<file path="config.mk">
export PLATFORM = sky130hd
export DESIGN_NAME = double_ended_queue
export DESIGN_NICKNAME = d
export VERILOG_FILES = /design/src/rtl/deq_pkg.sv /design/src/rtl/deq_ram.sv /design/src/rtl/deq_ctrl.sv /design/src/rtl/double_ended_queue.sv
export SDC_FILE = /design/constraint.sdc
export NUM_CORES = 1
export LEC_CHECK = 0
export BUFFER_PORTS_ARGS = -buffer_cell sky130_fd_sc_hd__buf_2
export CAP_MARGIN = 15
export CORE_ASPECT_RATIO = 0.8
export CORE_MARGIN = 1
export CORE_UTILIZATION = 53
export CTS_BUF_LIST = sky130_fd_sc_hd__clkbuf_8
export CTS_CLUSTER_DIAMETER = 80
export DETAILED_ROUTE_END_ITERATION = 12
export GPL_TIMING_DRIVEN = 0
export PLACE_DENSITY = 0.68
export SETUP_SLACK_MARGIN = 0.5
export SLEW_MARGIN = 40
export SYNTH_ARGS = -nofsm -noshare
export SYNTH_HDL_FRONTEND = slang
export SYNTH_SLANG_ARGS = --single-unit
</file>
<file path="constraint.sdc">
create_clock -name clock -period 17.65 [get_ports clock]
set_input_delay 2.6475 -clock clock [delete_from_list [all_inputs] [get_ports clock]]
set_output_delay 2.6475 -clock clock [all_outputs]
set_load 0.05 [all_outputs]
</file>
<file path="src/rtl/deq_pkg.sv">
// Shared types and codes for the double-ended queue.
// No dependencies; imported by deq_ctrl, the top level and the checker.
package deq_pkg;

   localparam int DATA_BITS  = 32;
   localparam int COUNT_BITS = 5;

   typedef enum logic [2:0] {
      CMD_PUSH_FRONT = 3'd0,
      CMD_PUSH_REAR  = 3'd1,
      CMD_POP_FRONT  = 3'd2,
      CMD_POP_REAR   = 3'd3,
      CMD_PEEK_FRONT = 3'd4,
      CMD_PEEK_REAR  = 3'd5
   } cmd_type;

   typedef enum logic [1:0] {
      STATUS_OK    = 2'd0,
      STATUS_EMPTY = 2'd1,
      STATUS_FULL  = 2'd2
   } status_type;

   typedef struct packed {
      logic [2:0]           command;
      logic [DATA_BITS-1:0] element_data;
   } req_type;

   typedef struct packed {
      logic [DATA_BITS-1:0]  result_data;
      logic [1:0]            result_status;
      logic [COUNT_BITS-1:0] element_count;
      logic                  now_empty;
   } rsp_type;

   typedef struct packed {
      logic write_en;
      logic read_en;
   } mem_ctl_type;

   typedef struct packed {
      logic                  valid;
      logic                  read_back;
      status_type            status;
      logic [COUNT_BITS-1:0] count;
      logic                  empty;
   } rsp_meta_type;

endpackage

</file>
<file path="src/rtl/deq_ram.sv">
// Generic single-clock RAM: one write port, one read port, registered read data.
// No dependencies.
module deq_ram #(
   parameter int WIDTH = 32,
   parameter int DEPTH = 16
) (
   input  logic                     clock,
   input  logic                     wr_en,
   input  logic [$clog2(DEPTH)-1:0] wr_addr,
   input  logic [WIDTH-1:0]         wr_data,
   input  logic                     rd_en,
   input  logic [$clog2(DEPTH)-1:0] rd_addr,
   output logic [WIDTH-1:0]         rd_data
);

   logic [WIDTH-1:0] mem_ff [DEPTH];
   logic [WIDTH-1:0] rd_data_ff;

   always_ff @(posedge clock) begin
      if (wr_en) begin
         mem_ff[wr_addr] <= wr_data;
      end
      if (rd_en) begin
         rd_data_ff <= mem_ff[rd_addr];
      end
   end

   assign rd_data = rd_data_ff;

endmodule

</file>
<file path="src/rtl/deq_ctrl.sv">
// Ring control for the double-ended queue: head index, count, entry address
// and the registered response status. Depends on deq_pkg.
module deq_ctrl #(
   parameter int DEPTH = 16
) (
   input  logic                      clock,
   input  logic                      reset,
   input  logic                      accept,
   input  logic [2:0]                command,
   output deq_pkg::mem_ctl_type      mem_ctl,
   output logic [$clog2(DEPTH)-1:0]  mem_addr,
   output deq_pkg::rsp_meta_type     meta
);
   import deq_pkg::*;

   localparam int IDX_BITS = $clog2(DEPTH);
   localparam int CNT_BITS = $clog2(DEPTH + 1);
   localparam int SUM_BITS = CNT_BITS + 1;
   localparam logic [IDX_BITS-1:0] LAST_IDX  = IDX_BITS'(DEPTH - 1);
   localparam logic [CNT_BITS-1:0] FULL_CNT  = CNT_BITS'(DEPTH);
   localparam logic [SUM_BITS-1:0] DEPTH_SUM = SUM_BITS'(DEPTH);

   logic [IDX_BITS-1:0] head_ff, head_in;
   logic [CNT_BITS-1:0] count_ff, count_in;
   rsp_meta_type        meta_ff, meta_in;

   logic                is_full;
   logic                is_empty;
   logic [IDX_BITS-1:0] head_dec;
   logic [IDX_BITS-1:0] head_inc;
   logic [CNT_BITS-1:0] rear_off;
   logic [SUM_BITS-1:0] rear_sum;
   logic [IDX_BITS-1:0] rear_pos;
   status_type          status;
   logic                read_back;

   assign is_full  = (count_ff == FULL_CNT);
   assign is_empty = (count_ff == '0);
   assign head_dec = (head_ff == '0) ? LAST_IDX : head_ff - IDX_BITS'(1);
   assign head_inc = (head_ff == LAST_IDX) ? '0 : head_ff + IDX_BITS'(1);

   // Push rear lands one past the rear word; the rear word sits at count - 1.
   assign rear_off = (command == CMD_PUSH_REAR) ? count_ff : count_ff - CNT_BITS'(1);
   assign rear_sum = SUM_BITS'(head_ff) + SUM_BITS'(rear_off);
   assign rear_pos = (rear_sum >= DEPTH_SUM) ? IDX_BITS'(rear_sum - DEPTH_SUM)
                                             : IDX_BITS'(rear_sum);

   always_comb begin
      head_in   = head_ff;
      count_in  = count_ff;
      mem_ctl   = '0;
      mem_addr  = head_ff;
      status    = STATUS_OK;
      read_back = 1'b0;
      if (accept) begin
         case (command)
            CMD_PUSH_FRONT: begin
               if (is_full) begin
                  status = STATUS_FULL;
               end else begin
                  head_in          = head_dec;
                  mem_addr         = head_dec;
                  mem_ctl.write_en = 1'b1;
                  count_in         = count_ff + CNT_BITS'(1);
               end
            end
            CMD_PUSH_REAR: begin
               if (is_full) begin
                  status = STATUS_FULL;
               end else begin
                  mem_addr         = rear_pos;
                  mem_ctl.write_en = 1'b1;
                  count_in         = count_ff + CNT_BITS'(1);
               end
            end
            CMD_POP_FRONT, CMD_PEEK_FRONT: begin
               if (is_empty) begin
                  status = STATUS_EMPTY;
               end else begin
                  mem_addr        = head_ff;
                  mem_ctl.read_en = 1'b1;
                  read_back       = 1'b1;
                  if (command == CMD_POP_FRONT) begin
                     head_in  = head_inc;
                     count_in = count_ff - CNT_BITS'(1);
                  end
               end
            end
            CMD_POP_REAR, CMD_PEEK_REAR: begin
               if (is_empty) begin
                  status = STATUS_EMPTY;
               end else begin
                  mem_addr        = rear_pos;
                  mem_ctl.read_en = 1'b1;
                  read_back       = 1'b1;
                  if (command == CMD_POP_REAR) begin
                     count_in = count_ff - CNT_BITS'(1);
                  end
               end
            end
            default: begin
               // unused codes leave the store untouched
            end
         endcase
      end

      meta_in.valid     = accept;
      meta_in.read_back = read_back;
      meta_in.status    = status;
      meta_in.count     = COUNT_BITS'(count_in);
      meta_in.empty     = (count_in == '0);
   end

   always_ff @(posedge clock) begin
      if (reset) begin
         head_ff  <= '0;
         count_ff <= '0;
         meta_ff  <= '0;
      end else begin
         head_ff  <= head_in;
         count_ff <= count_in;
         meta_ff  <= meta_in;
      end
   end

   assign meta = meta_ff;

endmodule

</file>
<file path="src/rtl/double_ended_queue.sv">
// Top level of the double-ended queue: ring control plus word store RAM.
// Depends on deq_pkg, deq_ctrl and deq_ram.
//
//   Port group   Direction  Handshake              Payload
//   req_         in         start high, busy low   req_payload (command, element_data)
//   rsp_         out        rsp_strobe, one cycle  rsp_payload (data, status, count, empty)
//
// One command per cycle; its response shows in the cycle after the transfer.
// The word store read data is registered, which sets the response delay.
// busy stays low: a read and a write never target the same entry in one cycle.
// Synchronous reset empties the queue at once; no clearing pass is needed.
// The receiver cannot stall, so each response is shown exactly once.
module double_ended_queue #(
   parameter int DEPTH      = 16,
   parameter int DATA_WIDTH = 32
) (
   input  logic             clock,
   input  logic             reset,
   input  logic             start,
   output logic             busy,
   input  deq_pkg::req_type req_payload,
   output logic             rsp_strobe,
   output deq_pkg::rsp_type rsp_payload
);
   import deq_pkg::*;

   localparam int IDX_BITS   = $clog2(DEPTH);
   localparam int STORE_BITS = (DATA_WIDTH < DATA_BITS) ? DATA_WIDTH : DATA_BITS;

   logic                  accept;
   mem_ctl_type           mem_ctl;
   logic [IDX_BITS-1:0]   mem_addr;
   rsp_meta_type          meta;
   logic [STORE_BITS-1:0] rd_data;

   assign busy   = 1'b0;
   assign accept = start && !busy;

   deq_ctrl #(
      .DEPTH(DEPTH)
   ) u_ctrl (
      .clock    (clock),
      .reset    (reset),
      .accept   (accept),
      .command  (req_payload.command),
      .mem_ctl  (mem_ctl),
      .mem_addr (mem_addr),
      .meta     (meta)
   );

   deq_ram #(
      .WIDTH(STORE_BITS),
      .DEPTH(DEPTH)
   ) u_store (
      .clock   (clock),
      .wr_en   (mem_ctl.write_en),
      .wr_addr (mem_addr),
      .wr_data (req_payload.element_data[STORE_BITS-1:0]),
      .rd_en   (mem_ctl.read_en),
      .rd_addr (mem_addr),
      .rd_data (rd_data)
   );

   assign rsp_strobe                = meta.valid;
   assign rsp_payload.result_data   = meta.read_back ? DATA_BITS'(rd_data) : '0;
   assign rsp_payload.result_status = meta.status;
   assign rsp_payload.element_count = meta.count;
   assign rsp_payload.now_empty     = meta.empty;

endmodule

</file>
Yosys cells after proc, flatten, opt, wreduce, memory -nomap -nowiden
Memory sizes are Yosys's and may differ from the RTL's. A register that Yosys moved wholly into a read port is not among the register bits.
Cells that the tools add are included.
{"block": "word_totals", "reg_bits": 14, "ramBits": 512, "input_bits": 38, "out_inout_bits": 42, "n_memories": 1}
{"name": "u_store.mem_ff", "depth": 16, "word_bits": 32, "rd": 1, "rd_clocked_by_memory_dff": 1, "write_ports": 1, "line": "deq_ram.sv:16", "rtl": "logic [WIDTH-1:0] mem_ff [DEPTH];"}
{"block": "op_classes", "add_sub_neg": 6, "n_lt_le_gt_ge": 1, "n_eq_ne": 9, "mux": 30, "n_bitwise": 1, "reduce_logical": 11}
{"op": "$mux W4", "count": 9}
{"op": "$mux W5", "count": 7}
{"op": "$mux W32", "count": 1}
{"op": "$pmux W5 S3", "count": 1}
{"op": "$pmux W4 S3", "count": 1}
{"op": "$logic_not A5 Y1", "count": 2}
{"op": "$pmux W4 S2", "count": 1}
{"op": "$reduce_or A2 Y1", "count": 4}
{"op": "$sub A4 B1 Y4 const B", "count": 2}
{"op": "$mux W1", "count": 7}
{"op": "$add A4 B5 Y6", "count": 1}
{"op": "$eq A3 B2 Y1 const B", "count": 2}
{"op": "$eq A3 B3 Y1 const B", "count": 2}
{"op": "$ge A6 B5 Y1 const B", "count": 1}
{"op": "$add A5 B1 Y5 const B", "count": 1}
{"op": "$eq A5 B5 Y1 const B", "count": 1}
{"op": "$sub A5 B1 Y5 const B", "count": 1}
{"op": "$add A4 B1 Y4 const B", "count": 1}
{"op": "$eq A4 B4 Y1 const B", "count": 1}
{"op": "$logic_not A4 Y1", "count": 1}
{"op": "$mux W2", "count": 2}
{"op": "$pmux W2 S2", "count": 1}
{"op": "$reduce_and A4 Y1", "count": 1}
{"op": "$reduce_or A4 Y1", "count": 1}
{"op": "6 further kinds", "count": 6}

Depth between registers and ports, before layout
{"block": "depth", "ltp_word": 8, "depth_mapped": 15}

Cells and area by module
From an unflattened synthesis, not the netlist that was laid out.
{"block": "unflattened", "hier_cells": 1069, "hier_area_um2": 21923.5}
{"module": "deq_ram", "n_inst": 1, "cells_each": 838, "area_per_inst_um2": 20155.6, "seq_area_each_um2": 16335.7}
{"module": "deq_ctrl", "n_inst": 1, "cells_each": 194, "area_per_inst_um2": 1501.4, "seq_area_each_um2": 280.3}
{"module": "double_ended_queue", "n_inst": 1, "cells_each": 37, "area_per_inst_um2": 266.5, "seq_area_each_um2": 0.0}

Worst setup path after synthesis
No wires, ideal clock.
{"block": "synth_path", "path_kind": "input to register", "from": "input req_payload[33] in the netlist's numbering", "to": "memory u_store.mem_ff[10][0] (enable)", "setup_time_ps": 468, "t_arrival_ps": 7665, "required_time_ps": 17182, "path_slack_ps": 9517, "cell_stages": 14, "cell_sequence": "buf_2 -> or3b_1 -> buf_2 -> xnor2_1 -> ha_1 -> inv_1 -> fa_1 -> xor2_1 -> o22ai_1 -> a32oi_1 -> buf_2 -> buf_2 -> nand2_1 -> nor3b_1"}
{"block": "synth_via", "elab_chain_len": 8}
{"item": "start, declared", "line": "double_ended_queue.sv:21", "rtl": "input deq_pkg::req_type req_payload,"}
{"item": "$eq A3 B1 Y1", "line": "deq_ctrl.sv:43, deq_ctrl.sv:56"}
{"item": "$mux W5", "line": "deq_ctrl.sv:43", "rtl": "assign rear_off = (command == CMD_PUSH_REAR) ? count_ff : count_ff - CNT_BITS'(1);"}
{"item": "$add A4 B5 Y6", "line": "deq_ctrl.sv:44", "rtl": "assign rear_sum = SUM_BITS'(head_ff) + SUM_BITS'(rear_off);"}
{"item": "$ge A6 B5 Y1 / $sub A4 B1 Y4 (equally long branches)", "line": "deq_ctrl.sv:45", "rtl": "assign rear_pos = (rear_sum >= DEPTH_SUM) ? IDX_BITS'(rear_sum - DEPTH_SUM)"}
{"item": "$mux W4", "line": "deq_ctrl.sv:45"}
{"item": "$mux W4 (on tied branches)", "line": "deq_ctrl.sv:90, deq_ctrl.sv:68"}
{"item": "$pmux W4 S3", "line": "deq_ctrl.sv:56", "rtl": "case (command)"}
{"item": "$mux W4", "line": "deq_ctrl.sv:55", "rtl": "if (accept) begin"}
{"item": "end, declared", "line": "deq_ram.sv:16"}
Parallel ways exist; a longest one is shown, timed or not.

Final worst setup path
{"block": "layout_path", "from": "input req_payload[33] in the netlist's numbering", "to": "memory u_store.mem_ff[1][5] (enable)"}
Same word-level chain as after synthesis.

==> results.ini <==
[global_route]
grt_pass1_vias=11500
track_usage=0.236
grt_max_degree=21
grt_pass1_wl_um=72300
grt-ovfl-total=0
antenna_found_initial=2

[flow_run]
cap_violations=0

[placement]
hpwl_um=33200
place.gp.congestion=0.886
portBuffers=78

[clocking]
cts_resized=0
ctsHtreeMaxLevel=3
cts.path.max_buffers=3
postCtsHoldBufs=0
clk_pin_slew_ps=60
postCtsSetupBuffers=0
clockRootBuffer=clkbuf_8
cts_num_sinks=558
cts_tree=built
clk-insertion-delay-late_ps=660
cts_inserted_buffers=85

[synthesis]
synth_area_sq_um=22300
synth.distinct_cells=56
synth_top_area_frac=0.733
yosysSeqAreaShare=0.745
async_reset_ff_frac=0
synth-edff-count=544
ys_ff_latch=558
ys_warn_count=0
synth_area_leader_cell=edfxtp_1
syn_nets=1122
ys.flop_type=edfxtp_1
avgSynthCellArea_sq_um=20.8
synthCells=1071
yosys-top-cells-area=edfxtp_1, mux4_2, mux2i_1, dfxtp_1, and2_1

[route]
drtAntennaViolNets=0
drt-initial-drc-count=1195
vias_per_cell=5.88
post_drt_wl_per_cell_um=25.1
vias=11500
drtPass1Iterations=5
drc=0
wl_um=48800

[die]
start_util=0.543
num_rows=66
core_sq_um=41000
dieArea_sq_um=42900
die_w_um=231
io_pins=80
die_y_um=185

[sta]
min_period_ps=7540
fin_crit_sh=0.427
hold_viol=0
finalMaxSlewViolations=0
worst_pin_slew_ps=869
rsz0062_at_grt=no
finalClockSkew_ps=24.4
hold_ws_ps=652
max_freq_mhz=133
maxSlewHeadroom=0.420
setup_violations=0
final.setup.tns_ps=0

[layout]
mostFrequentLayoutCells=edfxtp_1, buf_2, mux4_2
final_common_cell=edfxtp_1
area_growth_pct=15.3
drive_above_1_share=0.345
antennaDiodeCount=0
fin_nets=1389

[setup_path]
crit_start=req_payload[33]
setup.worst_path.class=in2reg
cp_max_fo=10
required_ps=18020
r2r_start=u_ctrl.count_ff[0]
startpoint_type=input pin
crit_arrival_ps=7900
endpoint_kind=flop

[outcome]
status=complete, no violations

[pwr]
pwr-share-seq=0.553
leakagePower_nw=9.30
vdd_drop_max_mv=0.0703
switching_share=0.229
switchingPower_w=0.000610
powerDensity_nw_per_um2=103
pwr-share-comb=0.075
p_int_w=0.00205
p_clk_frac=0.373

[hold_path]
holdCritStartpoint=u_ctrl.count_ff[0]
hold_path_class=reg2reg

==> routing by layer <==
metal	part of all wire	GRT usage	vias up	wire length [um]
li1	-	-	4962	-
met1	0.45	0.341	6000	21800
met2	0.46	0.360	389	22700
met3	0.060	0.0466	97	2950
met4	0.027	0.0850	2	1330
met5	0.00035	0	-	17
==> state kept, by name, indices dropped and copies added, names as in the netlist <==
| register | count |
|---|---|
| u_ctrl.count_ff | 5 |
| u_ctrl.head_ff | 4 |
| u_ctrl.meta | 5 |
| u_store.mem_ff | 512 |
| u_store.rd_data | 32 |
==> logic make-up after synthesis <==
logic type                 Yosys count  share of synthesized area
DFF                                558                      0.745
muxes                              224                      0.172
and+or+nand+nor                    135                     0.0351
buffers and inverters               79                     0.0194
AOI/OAI and AO/OA                   53                     0.0160
adders and majority gates           13                    0.00763
xor gates and xnor gates             8                    0.00376
other                                1                   0.000168
==> cells in the mapped netlist, types with 2 or more instances <==
library cell / number
nor2b_1: 4
inv_1: 12
o32ai_1: 2
buf_4: 11
o21ai_0: 11
a22oi_1: 6
and2_1: 34
nand3b_1: 3
a21oi_1: 10
a21o_1: 2
nand2b_1: 6
xnor2_1: 3
a31oi_1: 3
and3_1: 2
o22ai_1: 4
nor2_1: 15
mux4_2: 128
clkbuf_1: 26
dfxtp_1: 14
buf_1: 5
nor3b_1: 10
buf_2: 15
nor4_1: 2
nand2_1: 24
ha_1: 12
nor3_1: 12
xor2_1: 4
o221a_2: 2
nand3_1: 12
edfxtp_1: 544
buf_6: 10
mux2i_1: 96
o31ai_1: 2
o211ai_1: 3
==> path summary, 6_finish.rpt <==
check                          to  slack, ps  cells after the start
max          u_store.mem_ff[1][5]      10110                     18
min            u_ctrl.count_ff[0]        650                      3
max reg2reg  u_store.mem_ff[1][5]      12270                     16
min reg2reg    u_ctrl.count_ff[0]        650                      3
==> metrics by stage <==
step / worst slack [ps] / util / cells / cell area, sq um / total power [W]
floorplan: 9520 / - / 1071 / 22300 / 0.00163
global placement: 5470 / 0.569 / 1693 / 23400 / 0.00169
detailed placement: 9510 / 0.588 / 1795 / 24100 / 0.00170
CTS: 10220 / 0.626 / 1946 / 25700 / 0.00268
global route: 9960 / 0.626 / 1946 / 25700 / 0.00274
finish: 10110 / 0.626 / 1946 / 25700 / 0.00266
==> layout make-up <==
cell class	count	area, sq um
buffer	67	395
clock buffer	85	1170
clock inverter	66	383
fill	2841	15300
inverter	12	45.0
multi-input combinational	434	5330
sequential	558	16600
tap	544	681
timing repair buffer	180	1080
==> power by group through the flow <==
stage                     logic, W  clock network, W  registers, W
after floorplan           0.000130                 0       0.00150
after global placement    0.000192                 0       0.00150
after detailed placement  0.000200                 0       0.00150
after CTS                 0.000200           0.00101       0.00147
after global routing      0.000213           0.00106       0.00147
final                     0.000199          0.000990       0.00147
==> critical path, cell delays in order <==
cell and delay (ps):
buf_2 110, buf_2 170, or3b_1 360, buf_2 180, xnor2_1 200, ha_1 210
inv_1 60, fa_1 560, nand2b_1 130, o221a_2 290, buf_2 300, buf_1 690
nand3_1 570, nor3_2 560, buf_4 260, buf_2 250, buf_6 170, buf_4 150
Note: power is estimated with default switching activity, not from simulation.
